**src/hw/rtl/bf8c_pkg.sv**
```systemverilog
// shared types and constants of the scaled bf16 to fp8 cast unit
// no dependencies
`default_nettype none

package bf8c_pkg;

    typedef enum logic [2:0] {
        ST_READY,
        ST_ADD,
        ST_DLOAD,
        ST_DRUN,
        ST_DSTORE,
        ST_MUL,
        ST_CODE
    } state_t;

    typedef enum logic [1:0] {
        DIV_RCP,
        DIV_SCL,
        DIV_INV
    } div_op_t;

    typedef struct packed {
        logic    add_en;
        logic    div_load;
        logic    div_step;
        logic    div_store;
        div_op_t div_op;
        logic    in_load;
        logic    mul_en;
        logic    code_en;
    } cmd_t;

    typedef struct packed {
        logic div_done;
    } stat_t;

    localparam logic [31:0] EPS_BITS  = 32'h322C_0000;
    localparam logic [31:0] F32_QNAN  = 32'h7FC0_0000;
    localparam logic [31:0] F32_INF   = 32'h7F80_0000;
    localparam logic [15:0] BF16_QNAN = 16'h7FC0;
    localparam logic [6:0]  E4M3_MAX  = 7'h7E;
    localparam logic [4:0]  DIV_STEPS = 5'd27;
    localparam logic [7:0]  SIG_ONE   = 8'h80;
    localparam logic [7:0]  SIG_448   = 8'hE0;

endpackage

`default_nettype wire

```
**src/hw/rtl/bf16_to_fp8_scaled_cast_amax_unit.sv**
```systemverilog
// Scaled bf16 to fp8 E4M3 cast with running absolute maximum. Each input word carries
// four bf16 values and gives one output word with four E4M3 codes, the running amax and
// the float32 inverse scale. After reset and after every previous_amax write the unit
// runs a setup with s_tready low: the ready state sees the write, one add, then
// three divisions on one shared radix-2 divider (load, 27 steps, finish and store
// each). After that an item goes through accept, product stage and encode stage into
// the output register; a new word is taken while an earlier result still waits in
// the output register.
// depends on bf8c_pkg, bf8c_ctrl, bf8c_dp
`default_nettype none

module bf16_to_fp8_scaled_cast_amax_unit (
    input  logic        aclk,
    input  logic        aresetn,
    input  logic        cfg_wr_en,
    input  logic [30:0] cfg_wr_data,
    input  logic        s_tvalid,
    output logic        s_tready,
    input  logic [63:0] s_tdata,   // value_a, value_b, value_c, value_d
    output logic        m_tvalid,
    input  logic        m_tready,
    output logic [95:0] m_tdata    // code_a, code_b, code_c, code_d, running_max_out,
                                   // inverse_scale, zero pad
);

    bf8c_pkg::cmd_t  cmd;
    bf8c_pkg::stat_t stat;

    bf8c_ctrl u_ctrl (
        .aclk     (aclk),
        .aresetn  (aresetn),
        .cfg_wr_en(cfg_wr_en),
        .s_tvalid (s_tvalid),
        .s_tready (s_tready),
        .m_tvalid (m_tvalid),
        .m_tready (m_tready),
        .stat     (stat),
        .cmd      (cmd)
    );

    bf8c_dp u_dp (
        .aclk       (aclk),
        .aresetn    (aresetn),
        .cfg_wr_en  (cfg_wr_en),
        .cfg_wr_data(cfg_wr_data),
        .cmd        (cmd),
        .stat       (stat),
        .s_tdata    (s_tdata),
        .m_tdata    (m_tdata)
    );

endmodule

`default_nettype wire

```
**src/hw/rtl/bf8c_ctrl.sv**
```systemverilog
// controller of the scaled cast unit: setup sequence, item steps, output word valid
// depends on bf8c_pkg
`default_nettype none

module bf8c_ctrl (
    input  logic            aclk,
    input  logic            aresetn,
    input  logic            cfg_wr_en,
    input  logic            s_tvalid,
    output logic            s_tready,
    output logic            m_tvalid,
    input  logic            m_tready,
    input  bf8c_pkg::stat_t stat,
    output bf8c_pkg::cmd_t  cmd
);

    bf8c_pkg::state_t  state_reg, state_next;
    bf8c_pkg::div_op_t op_reg, op_next;
    logic              dirty_reg, dirty_next;
    logic              valid_reg, valid_next;
    logic              out_free;

    assign out_free = !valid_reg || m_tready;

    always_ff @(posedge aclk) begin
        if (!aresetn) begin
            state_reg <= bf8c_pkg::ST_READY;
            op_reg    <= bf8c_pkg::DIV_RCP;
            dirty_reg <= 1'b1;
            valid_reg <= 1'b0;
        end else begin
            state_reg <= state_next;
            op_reg    <= op_next;
            dirty_reg <= dirty_next;
            valid_reg <= valid_next;
        end
    end

    always_comb begin
        state_next = state_reg;
        op_next    = op_reg;
        case (state_reg)
            bf8c_pkg::ST_READY: begin
                if (dirty_reg) begin
                    state_next = bf8c_pkg::ST_ADD;
                    op_next    = bf8c_pkg::DIV_RCP;
                end else if (s_tvalid) begin
                    state_next = bf8c_pkg::ST_MUL;
                end
            end
            bf8c_pkg::ST_ADD:   state_next = bf8c_pkg::ST_DLOAD;
            bf8c_pkg::ST_DLOAD: state_next = bf8c_pkg::ST_DRUN;
            bf8c_pkg::ST_DRUN: begin
                if (stat.div_done) state_next = bf8c_pkg::ST_DSTORE;
            end
            bf8c_pkg::ST_DSTORE: begin
                case (op_reg)
                    bf8c_pkg::DIV_RCP: begin
                        op_next    = bf8c_pkg::DIV_SCL;
                        state_next = bf8c_pkg::ST_DLOAD;
                    end
                    bf8c_pkg::DIV_SCL: begin
                        op_next    = bf8c_pkg::DIV_INV;
                        state_next = bf8c_pkg::ST_DLOAD;
                    end
                    default: state_next = bf8c_pkg::ST_READY;
                endcase
            end
            bf8c_pkg::ST_MUL:   state_next = bf8c_pkg::ST_CODE;
            bf8c_pkg::ST_CODE: begin
                if (out_free) state_next = bf8c_pkg::ST_READY;
            end
            default: state_next = bf8c_pkg::ST_READY;
        endcase
    end

    always_comb begin
        cmd           = '0;
        cmd.div_op    = op_reg;
        s_tready      = (state_reg == bf8c_pkg::ST_READY) && !dirty_reg;
        cmd.in_load   = s_tready && s_tvalid;
        cmd.add_en    = (state_reg == bf8c_pkg::ST_ADD);
        cmd.div_load  = (state_reg == bf8c_pkg::ST_DLOAD);
        cmd.div_step  = (state_reg == bf8c_pkg::ST_DRUN) && !stat.div_done;
        cmd.div_store = (state_reg == bf8c_pkg::ST_DSTORE);
        cmd.mul_en    = (state_reg == bf8c_pkg::ST_MUL);
        cmd.code_en   = (state_reg == bf8c_pkg::ST_CODE) && out_free;
    end

    always_comb begin
        if (cfg_wr_en) begin
            dirty_next = 1'b1;
        end else if (state_reg == bf8c_pkg::ST_READY) begin
            dirty_next = 1'b0;
        end else begin
            dirty_next = dirty_reg;
        end
        if (cmd.code_en) begin
            valid_next = 1'b1;
        end else if (m_tready) begin
            valid_next = 1'b0;
        end else begin
            valid_next = valid_reg;
        end
    end

    assign m_tvalid = valid_reg;

endmodule

`default_nettype wire

```
**src/hw/rtl/bf8c_dp.sv**
```systemverilog
// datapath of the scaled cast unit: scale setup, shared divider, lane arithmetic, amax
// depends on bf8c_pkg
`default_nettype none

module bf8c_dp (
    input  logic            aclk,
    input  logic            aresetn,
    input  logic            cfg_wr_en,
    input  logic [30:0]     cfg_wr_data,
    input  bf8c_pkg::cmd_t  cmd,
    output bf8c_pkg::stat_t stat,
    input  logic [63:0]     s_tdata,
    output logic [95:0]     m_tdata
);

    function automatic logic [15:0] bf16_rnd(input logic [31:0] b);
        logic [31:0] t;
        t = b + 32'h0000_7FFF + {31'd0, b[16]};
        if (b[30:0] > bf8c_pkg::F32_INF[30:0]) begin
            bf16_rnd = bf8c_pkg::BF16_QNAN;
        end else begin
            bf16_rnd = t[31:16];
        end
    endfunction

    function automatic logic [31:0] add_eps(input logic [30:0] a);
        logic [7:0]  eb, es, dexp, ex;
        logic [23:0] mb, ms;
        logic [26:0] sx, sal, lmask;
        logic [4:0]  sh;
        logic [27:0] sum;
        logic [26:0] m;
        logic        up;
        logic [31:0] r;
        if (a >= bf8c_pkg::EPS_BITS[30:0]) begin
            eb = a[30:23];
            mb = {1'b1, a[22:0]};
            es = bf8c_pkg::EPS_BITS[30:23];
            ms = {1'b1, bf8c_pkg::EPS_BITS[22:0]};
        end else begin
            eb = bf8c_pkg::EPS_BITS[30:23];
            mb = {1'b1, bf8c_pkg::EPS_BITS[22:0]};
            es = (a[30:23] == 8'd0) ? 8'd1 : a[30:23];
            ms = {a[30:23] != 8'd0, a[22:0]};
        end
        dexp  = eb - es;
        sh    = (dexp > 8'd26) ? 5'd27 : dexp[4:0];
        sx    = {ms, 3'b000};
        lmask = ~(27'h7FF_FFFF << sh);
        sal   = (sx >> sh) | {26'd0, |(sx & lmask)};
        sum   = {1'b0, mb, 3'b000} + {1'b0, sal};
        if (sum[27]) begin
            m  = {sum[27:2], sum[1] | sum[0]};
            ex = eb + 8'd1;
        end else begin
            m  = sum[26:0];
            ex = eb;
        end
        up = m[2] & (m[1] | m[0] | m[3]);
        r  = {1'b0, ex, m[25:3]} + {31'd0, up};
        if (a[30:23] == 8'hFF) begin
            r = {1'b0, a};
        end
        add_eps = r;
    endfunction

    function automatic logic [31:0] div_rnd(input logic [26:0] q, input logic st,
                                            input logic signed [9:0] e);
        logic [23:0]       sig;
        logic              g, r, up;
        logic signed [9:0] ee, shs, eb;
        logic [1:0]        sh;
        logic [24:0]       w, w2, wm;
        logic [7:0]        ef;
        if (q[26]) begin
            sig = q[26:3];
            g   = q[2];
            r   = q[1] | q[0] | st;
            ee  = e;
        end else begin
            sig = q[25:2];
            g   = q[1];
            r   = q[0] | st;
            ee  = e - 10'sd1;
        end
        eb = ee + 10'sd127;
        if (ee < -10'sd126) begin
            shs = -10'sd126 - ee;
            sh  = (shs > 10'sd3) ? 2'd3 : shs[1:0];
            w   = {sig, g};
            wm  = ~(25'h1FF_FFFF << sh);
            r   = r | (|(w & wm));
            w2  = w >> sh;
            sig = w2[24:1];
            g   = w2[0];
            ef  = 8'd0;
        end else begin
            ef = eb[7:0];
        end
        up      = g & (r | sig[0]);
        div_rnd = {1'b0, ef, sig[22:0]} + {31'd0, up};
    endfunction

    logic [30:0]       amax_reg;
    logic [30:0]       rm_reg, rm_next;
    logic [15:0]       den_reg, scl_reg;
    logic [31:0]       inv_reg;
    logic [7:0]        rs_reg;
    logic signed [9:0] re_reg;
    logic              rz_reg, rn_reg;
    logic              den_nan, den_inf;

    logic [9:0]        rem_reg;
    logic [26:0]       quot_reg;
    logic [4:0]        cnt_reg;
    logic [7:0]        dnum_reg, dden_reg;
    logic signed [9:0] dexp_reg;

    logic [63:0]       in_reg;
    logic [95:0]       out_reg;

    logic              fix_reg [4];
    logic [7:0]        fcode_reg [4];
    logic [7:0]        ts_reg [4];
    logic signed [9:0] et_reg [4];
    logic              sg_reg [4];

    assign den_nan = (den_reg[14:7] == 8'hFF) && (den_reg[6:0] != 7'd0);
    assign den_inf = (den_reg[14:0] == 15'h7F80);

    // config, running amax and divider step counter
    always_ff @(posedge aclk) begin
        if (!aresetn) begin
            amax_reg <= '0;
            rm_reg   <= '0;
            cnt_reg  <= '0;
        end else begin
            if (cfg_wr_en) amax_reg <= cfg_wr_data;
            if (cmd.in_load) rm_reg <= rm_next;
            if (cmd.div_load) begin
                cnt_reg <= '0;
            end else if (cmd.div_step) begin
                cnt_reg <= cnt_reg + 5'd1;
            end
        end
    end

    always_comb begin
        logic [30:0] ab;
        rm_next = rm_reg;
        for (int i = 0; i < 4; i++) begin
            ab = {s_tdata[16*i +: 15], 16'h0000};
            if (ab <= bf8c_pkg::F32_INF[30:0] && ab > rm_next) rm_next = ab;
        end
    end

    assign stat.div_done = (cnt_reg == bf8c_pkg::DIV_STEPS);

    // divider operands
    logic [7:0]        ld_num, ld_den;
    logic signed [9:0] ld_en, ld_ed;

    always_comb begin
        case (cmd.div_op)
            bf8c_pkg::DIV_RCP: begin
                ld_num = bf8c_pkg::SIG_ONE;
                ld_en  = 10'sd0;
                ld_den = {1'b1, den_reg[6:0]};
                ld_ed  = $signed({2'b00, den_reg[14:7]}) - 10'sd127;
            end
            bf8c_pkg::DIV_SCL: begin
                ld_num = bf8c_pkg::SIG_448;
                ld_en  = 10'sd8;
                ld_den = {1'b1, den_reg[6:0]};
                ld_ed  = $signed({2'b00, den_reg[14:7]}) - 10'sd127;
            end
            default: begin
                ld_num = bf8c_pkg::SIG_ONE;
                ld_en  = 10'sd0;
                ld_den = {1'b1, scl_reg[6:0]};
                ld_ed  = $signed({2'b00, scl_reg[14:7]}) - 10'sd127;
            end
        endcase
    end

    logic [31:0]       div_f32;
    logic [15:0]       rcp16;
    logic [7:0]        rcp_sig;
    logic signed [9:0] rcp_exp;
    logic [9:0]        rem_diff;
    logic              rem_ge;

    assign rem_ge   = rem_reg >= {2'b00, dden_reg};
    assign rem_diff = rem_reg - {2'b00, dden_reg};
    assign div_f32  = div_rnd(quot_reg, rem_reg != 10'd0, dexp_reg);
    assign rcp16    = bf16_rnd(div_f32);

    always_comb begin
        logic [2:0] pos;
        pos = 3'd0;
        for (int p = 0; p < 7; p++) begin
            if (rcp16[p]) pos = 3'(p);
        end
        if (rcp16[14:7] != 8'd0) begin
            rcp_sig = {1'b1, rcp16[6:0]};
            rcp_exp = $signed({2'b00, rcp16[14:7]}) - 10'sd127;
        end else begin
            rcp_sig = {1'b0, rcp16[6:0]} << (3'd7 - pos);
            rcp_exp = $signed({7'd0, pos}) - 10'sd133;
        end
    end

    always_ff @(posedge aclk) begin
        if (cmd.add_en) den_reg <= bf16_rnd(add_eps(amax_reg));
        if (cmd.div_load) begin
            rem_reg  <= {2'b00, ld_num};
            dden_reg <= ld_den;
            dnum_reg <= ld_num;
            dexp_reg <= ld_en - ld_ed;
            quot_reg <= '0;
        end else if (cmd.div_step) begin
            rem_reg  <= rem_ge ? {rem_diff[8:0], 1'b0} : {rem_reg[8:0], 1'b0};
            quot_reg <= {quot_reg[25:0], rem_ge};
        end
        if (cmd.div_store) begin
            case (cmd.div_op)
                bf8c_pkg::DIV_RCP: begin
                    rs_reg <= rcp_sig;
                    re_reg <= rcp_exp;
                    rz_reg <= den_inf || (rcp16[14:0] == 15'd0) || (dnum_reg == 8'd0);
                    rn_reg <= den_nan;
                end
                bf8c_pkg::DIV_SCL: scl_reg <= rcp16;
                default: begin
                    if (den_nan) begin
                        inv_reg <= bf8c_pkg::F32_QNAN;
                    end else if (den_inf) begin
                        inv_reg <= bf8c_pkg::F32_INF;
                    end else begin
                        inv_reg <= div_f32;
                    end
                end
            endcase
        end
    end

    // lane stage one: product, first bf16 rounding and special-case codes
    logic              s1_fix [4];
    logic [7:0]        s1_fcode [4];
    logic [7:0]        s1_ts [4];
    logic signed [9:0] s1_et [4];

    always_comb begin
        logic [15:0]       x, p;
        logic signed [9:0] xe, ee;
        logic [7:0]        sg8;
        logic              g, r, up;
        logic [8:0]        s9;
        for (int i = 0; i < 4; i++) begin
            x   = in_reg[16*i +: 16];
            xe  = $signed({2'b00, x[14:7]}) - 10'sd127;
            p   = rs_reg * {1'b1, x[6:0]};
            if (p[15]) begin
                sg8 = p[15:8];
                g   = p[7];
                r   = |p[6:0];
                ee  = re_reg + xe + 10'sd1;
            end else begin
                sg8 = p[14:7];
                g   = p[6];
                r   = |p[5:0];
                ee  = re_reg + xe;
            end
            up = g & (r | sg8[0]);
            s9 = {1'b0, sg8} + {8'd0, up};
            if (s9[8]) begin
                s1_ts[i] = 8'h80;
                s1_et[i] = ee + 10'sd1;
            end else begin
                s1_ts[i] = s9[7:0];
                s1_et[i] = ee;
            end
            s1_fix[i] = 1'b1;
            if (rn_reg || (x[14:7] == 8'hFF && x[6:0] != 7'd0)) begin
                s1_fcode[i] = {1'b0, bf8c_pkg::E4M3_MAX};
            end else if (x[14:7] == 8'hFF) begin
                s1_fcode[i] = rz_reg ? {1'b0, bf8c_pkg::E4M3_MAX}
                                     : {x[15], bf8c_pkg::E4M3_MAX};
            end else if (x[14:7] == 8'd0 || rz_reg || s1_et[i] < -10'sd30) begin
                s1_fcode[i] = {x[15], 7'd0};
            end else if (s1_et[i] > 10'sd8) begin
                s1_fcode[i] = {x[15], bf8c_pkg::E4M3_MAX};
            end else begin
                s1_fcode[i] = 8'd0;
                s1_fix[i]   = 1'b0;
            end
        end
    end

    always_ff @(posedge aclk) begin
        if (cmd.in_load) in_reg <= s_tdata;
        if (cmd.mul_en) begin
            for (int i = 0; i < 4; i++) begin
                fix_reg[i]   <= s1_fix[i];
                fcode_reg[i] <= s1_fcode[i];
                ts_reg[i]    <= s1_ts[i];
                et_reg[i]    <= s1_et[i];
                sg_reg[i]    <= in_reg[16*i + 15];
            end
        end
    end

    // lane stage two: times 448, second bf16 rounding, clamp, e4m3 encode
    logic [31:0] codes;

    always_comb begin
        logic [10:0]       u;
        logic [7:0]        sg8, qs, qv, rmask, c8;
        logic              g, r, up;
        logic [8:0]        s9;
        logic signed [9:0] eq, shs, ef;
        logic [3:0]        sh;
        logic [2:0]        hb;
        logic [6:0]        code7;
        for (int i = 0; i < 4; i++) begin
            u = {ts_reg[i], 3'b000} - {3'b000, ts_reg[i]};
            if (u[10]) begin
                sg8 = u[10:3];
                g   = u[2];
                r   = |u[1:0];
                eq  = et_reg[i] + 10'sd9;
            end else begin
                sg8 = u[9:2];
                g   = u[1];
                r   = u[0];
                eq  = et_reg[i] + 10'sd8;
            end
            up = g & (r | sg8[0]);
            s9 = {1'b0, sg8} + {8'd0, up};
            if (s9[8]) begin
                qs = 8'h80;
                eq = eq + 10'sd1;
            end else begin
                qs = s9[7:0];
            end
            if (eq > 10'sd8 || (eq == 10'sd8 && qs > bf8c_pkg::SIG_448)) begin
                qs = bf8c_pkg::SIG_448;
                eq = 10'sd8;
            end
            ef    = eq + 10'sd7;
            shs   = -10'sd2 - eq;
            sh    = shs[3:0];
            hb    = 3'(sh - 4'd1);
            qv    = qs >> sh;
            rmask = ~(8'hFF << hb);
            c8    = '0;
            if (eq >= -10'sd6) begin
                up    = qs[3] & ((|qs[2:0]) | qs[4]);
                c8    = {1'b0, ef[3:0], qs[6:4]} + {7'd0, up};
                code7 = (c8 > {1'b0, bf8c_pkg::E4M3_MAX}) ? bf8c_pkg::E4M3_MAX : c8[6:0];
            end else if (shs > 10'sd8) begin
                code7 = 7'd0;
            end else begin
                up    = qs[hb] & ((|(qs & rmask)) | qv[0]);
                code7 = {4'd0, qv[2:0]} + {6'd0, up};
            end
            codes[8*i +: 8] = fix_reg[i] ? fcode_reg[i] : {sg_reg[i], code7};
        end
    end

    always_ff @(posedge aclk) begin
        if (cmd.code_en) out_reg <= {1'b0, inv_reg, rm_reg, codes};
    end

    assign m_tdata = out_reg;

endmodule

`default_nettype wire

```
**config.mk**
```make
export PLATFORM = sky130hd
export DESIGN_NAME = bf16_to_fp8_scaled_cast_amax_unit
export DESIGN_NICKNAME = d
export VERILOG_FILES = /design/src/hw/rtl/bf8c_pkg.sv /design/src/hw/rtl/bf16_to_fp8_scaled_cast_amax_unit.sv /design/src/hw/rtl/bf8c_ctrl.sv /design/src/hw/rtl/bf8c_dp.sv
export SDC_FILE = /design/constraint.sdc
export NUM_CORES = 2
export LEC_CHECK = 0
export ABC_AREA = 1
export BUFFER_PORTS_ARGS = -buffer_cell sky130_fd_sc_hd__buf_2
export CORE_ASPECT_RATIO = 0.75
export CORE_MARGIN = 4
export CORE_UTILIZATION = 65
export DETAILED_ROUTE_END_ITERATION = 8
export GPL_ROUTABILITY_DRIVEN = 1
export PLACE_DENSITY = 0.8
export SLEW_MARGIN = 20
export SYNTH_ARGS = -nofsm -noshare
export SYNTH_HDL_FRONTEND = slang
export SYNTH_HIERARCHICAL = 1
export SYNTH_SLANG_ARGS = --single-unit
```
**constraint.sdc**
```tcl
create_clock -name aclk -period 24.6 [get_ports aclk]
set_input_delay 4.92 -clock aclk [delete_from_list [all_inputs] [get_ports aclk]]
set_output_delay 4.92 -clock aclk [all_outputs]
set_load 0.1 [all_outputs]
```
==> results.txt <==
status = completed
Worst path slowest cell = nand2_1
synth warn = 6
Peak VDD IR = 0.121 mV
Max-slew headroom = 29.9%
P_sw = 3.53 mW
initial DRC count = 5,382
area delta synth->final = 6.84%
area leader, netlist = edfxtp_1
Syn Nets = 8,165
cts hold-fix bufs = 0
number of port buffers = 196
drt via density = 5.70
#FFs+latches synth = 455
Remaining Overflow, GRT = 0
num rows = 88
switch share = 53.9%
Worst-path clk slew = 0.06 ns
Slew @ Worst Pin = 1.05 ns
Synth top area share = 20.7%
initial antenna violation count = 0
layout net count = 8,247
Die Area = 0.0830 mm²
die height = 250 µm
clk_skew = 0.0517 ns
final core occ = 70.4%
Final Hold Fails = 0
GP Congestion = 0.996
GRT Util Overall = 33.1%
CTS buffer count = 50
largest net degree at the start of global routing = 89
wire length per cell = 16.4 µm
CP startpoint kind = input port
PostCTS Resize Cnt = 0
post-synthesis sequential area ratio = 24.8%
Flop pwr share = 17.3%
unrepaired setup endpoints after global routing = no
fill cell count = 6,726
Starting Density = 65.9%
combinational power share = 69.9%
placed wire-length estimate = 111 mm
register area = 0.0126 mm²
clock power share = 12.8%
max-capacitance violation count = 0
postcts setup bufs = 0
P_int = 3.02 mW
layout cell share with drive strength beyond 1 = 7.32%
max FFs per register = 95
WS Path Type = input port to register
TNS Setup = 0 ns
DR pass1 iterations = 8
worst skew pair latency = 0.66 ns
Mean Syn Cell Area = 6.78 µm²
clock sinks = 455
first-pass GRT wire length = 230 mm
Synth area leaders = edfxtp_1 21%, nand2_1 15%, ha_1 9.9%
# IOs = 198
drt drc = 0
routed via count = 49,400
Max Freq = 72.5 MHz
period utilisation layout = 56.1%
final number of max-transition violations = 0
Critical Path RT = 25.14 ns
crit-path max FO = 37
Post-synth EDFFs = 352
Core Footprint = 0.0773 mm²
ys flop type = edfxtp_1
clock tree buffer depth = 3
Finish-stage setup viols = 0
Final ANT Viol Nets = 0
Total Wirelength = 142 mm
fin crit period = 13.79 ns
asr flop ratio synth = 0%
Critical Path End Type = register
Hold Path Class = register to register
clock root buffer = clkbuf_16
CTS tree = yes
area of the multi-input gates = 0.0327 mm²
Synth cell types = 77
Cells after Synth = 7,513
vias in the first global route = 45,400
PwrDens = 120 mW/mm²
P_leak = 27.4 nW
Worst EP arrival = 14.33 ns
H-tree levels = 2
most used cell, CP = nand2_1
Mapped Area = 0.0509 mm²
biggest cell delay along the critical path = 0.79 ns
width of the die = 331 µm
==> stage by stage <==
step                      worst slack [ns]  cells  cell area (µm²)  hold slack (ns)  total power, mW
final                                10.81   8673            54400            0.408             6.55
after global routing                  9.83   8671            54400            0.420             7.15
after CTS                            11.09   8670            54400            0.409             6.44
after detailed placement             10.47   8577            52600            0.405             5.57
after global placement               10.73   8577            52600            0.401             5.43
after floorplan                      13.22   7513            50900            0.400             4.44
==> critical path, delay by kind of cell <==
kind | cells | cell delay [ns]
adder cells (fa/ha/maj) | 4 | 1.37
buffers and inverters | 6 | 1.09
AND/OR/NAND/NOR | 22 | 4.87
AO/OA/AOI/OAI | 10 | 2.05
==> path summary, 6_finish.rpt <==
path | end | cells past startpoint | slack (ns) | from
setup reg to reg | u_dp/den_reg[13]$_SDFFCE_PN1P_ | 66 | 13.13 | u_dp/amax_reg[28]$_SDFFE_PN0P_
setup / recovery | u_dp/rm_reg[2]$_SDFFE_PN0P_ | 42 | 10.81 | s_tdata[10]
hold / removal | u_dp/m_tdata[82]$_DFFE_PP_ | 0 | 0.41 | u_dp/inv_reg[19]$_SDFFCE_PP0P_
hold reg to reg | u_dp/m_tdata[82]$_DFFE_PP_ | 0 | 0.41 | u_dp/inv_reg[19]$_SDFFCE_PP0P_
==> layout make-up <==
cell class,count,share of cell area (%)
multi-input cells,5591,60.0
flip-flops and latches,455,23.2
inverters,1265,8.74
well taps,1035,2.38
clock buffers,57,2.35
repair buffers,232,2.32
clock inverters,36,0.984
diodes,2,0.00920
==> cell usage after synthesis (all sizes together) (8+ instances only) <==
library cell and n:
nand2 2091, or2 37, xnor2 90, ha 402, buf 92, a31o 8
nand3 621, a21oi 256, o31ai 8, fa 150, clkbuf 110, a21o 12
o21ai 426, nand4 176, a211oi 13, inv 1259, nor3 84, nand3b 22
o22ai 33, o21bai 19, edfxtp 352, a31oi 27, dfxtp 103, nor4 38
nor2 720, o211ai 31, o21a 10, xor2 244, nor3b 10
==> layer usage <==
layer	global-route usage, %	vias up	wire length [µm]
met5	0	-	0
met4	8.99	0	3680
met3	5.32	256	13700
met2	49.8	2184	59300
met1	49.4	22500	65200
li1	-	24500	-
==> layout by cell type, fill, tap and decap left out, types with 150 or more instances in the layout <==
cell type / count
a21oi_1: 255
buf_2: 196
edfxtp_1: 352
fa_1: 150
ha_1: 402
inv_1: 1220
nand2_1: 2038
nand3_1: 587
nand4_1: 172
nor2_1: 661
o21ai_0: 395
xor2_1: 243
==> power groups by stage <==
stage | clock network (mW) | registers, mW | logic (mW)
after floorplan | 0 | 1.19 | 3.26
after global placement | 0 | 1.14 | 4.29
after detailed placement | 0 | 1.14 | 4.42
after CTS | 0.853 | 1.13 | 4.46
after global routing | 0.886 | 1.14 | 5.13
final | 0.840 | 1.13 | 4.58
==> cell families after synthesis <==
logic type / after synthesis / share of synthesized area [%]
other cells: 1 / 0.00736
compound gates: 881 / 9.62
fa+ha+maj: 552 / 15.8
flops: 455 / 24.8
mux: 9 / 0.182
xor+xnor: 334 / 5.76
buf+inv: 1467 / 11.2
simple gates: 3814 / 32.7
Power figures use the tool's default switching activity.
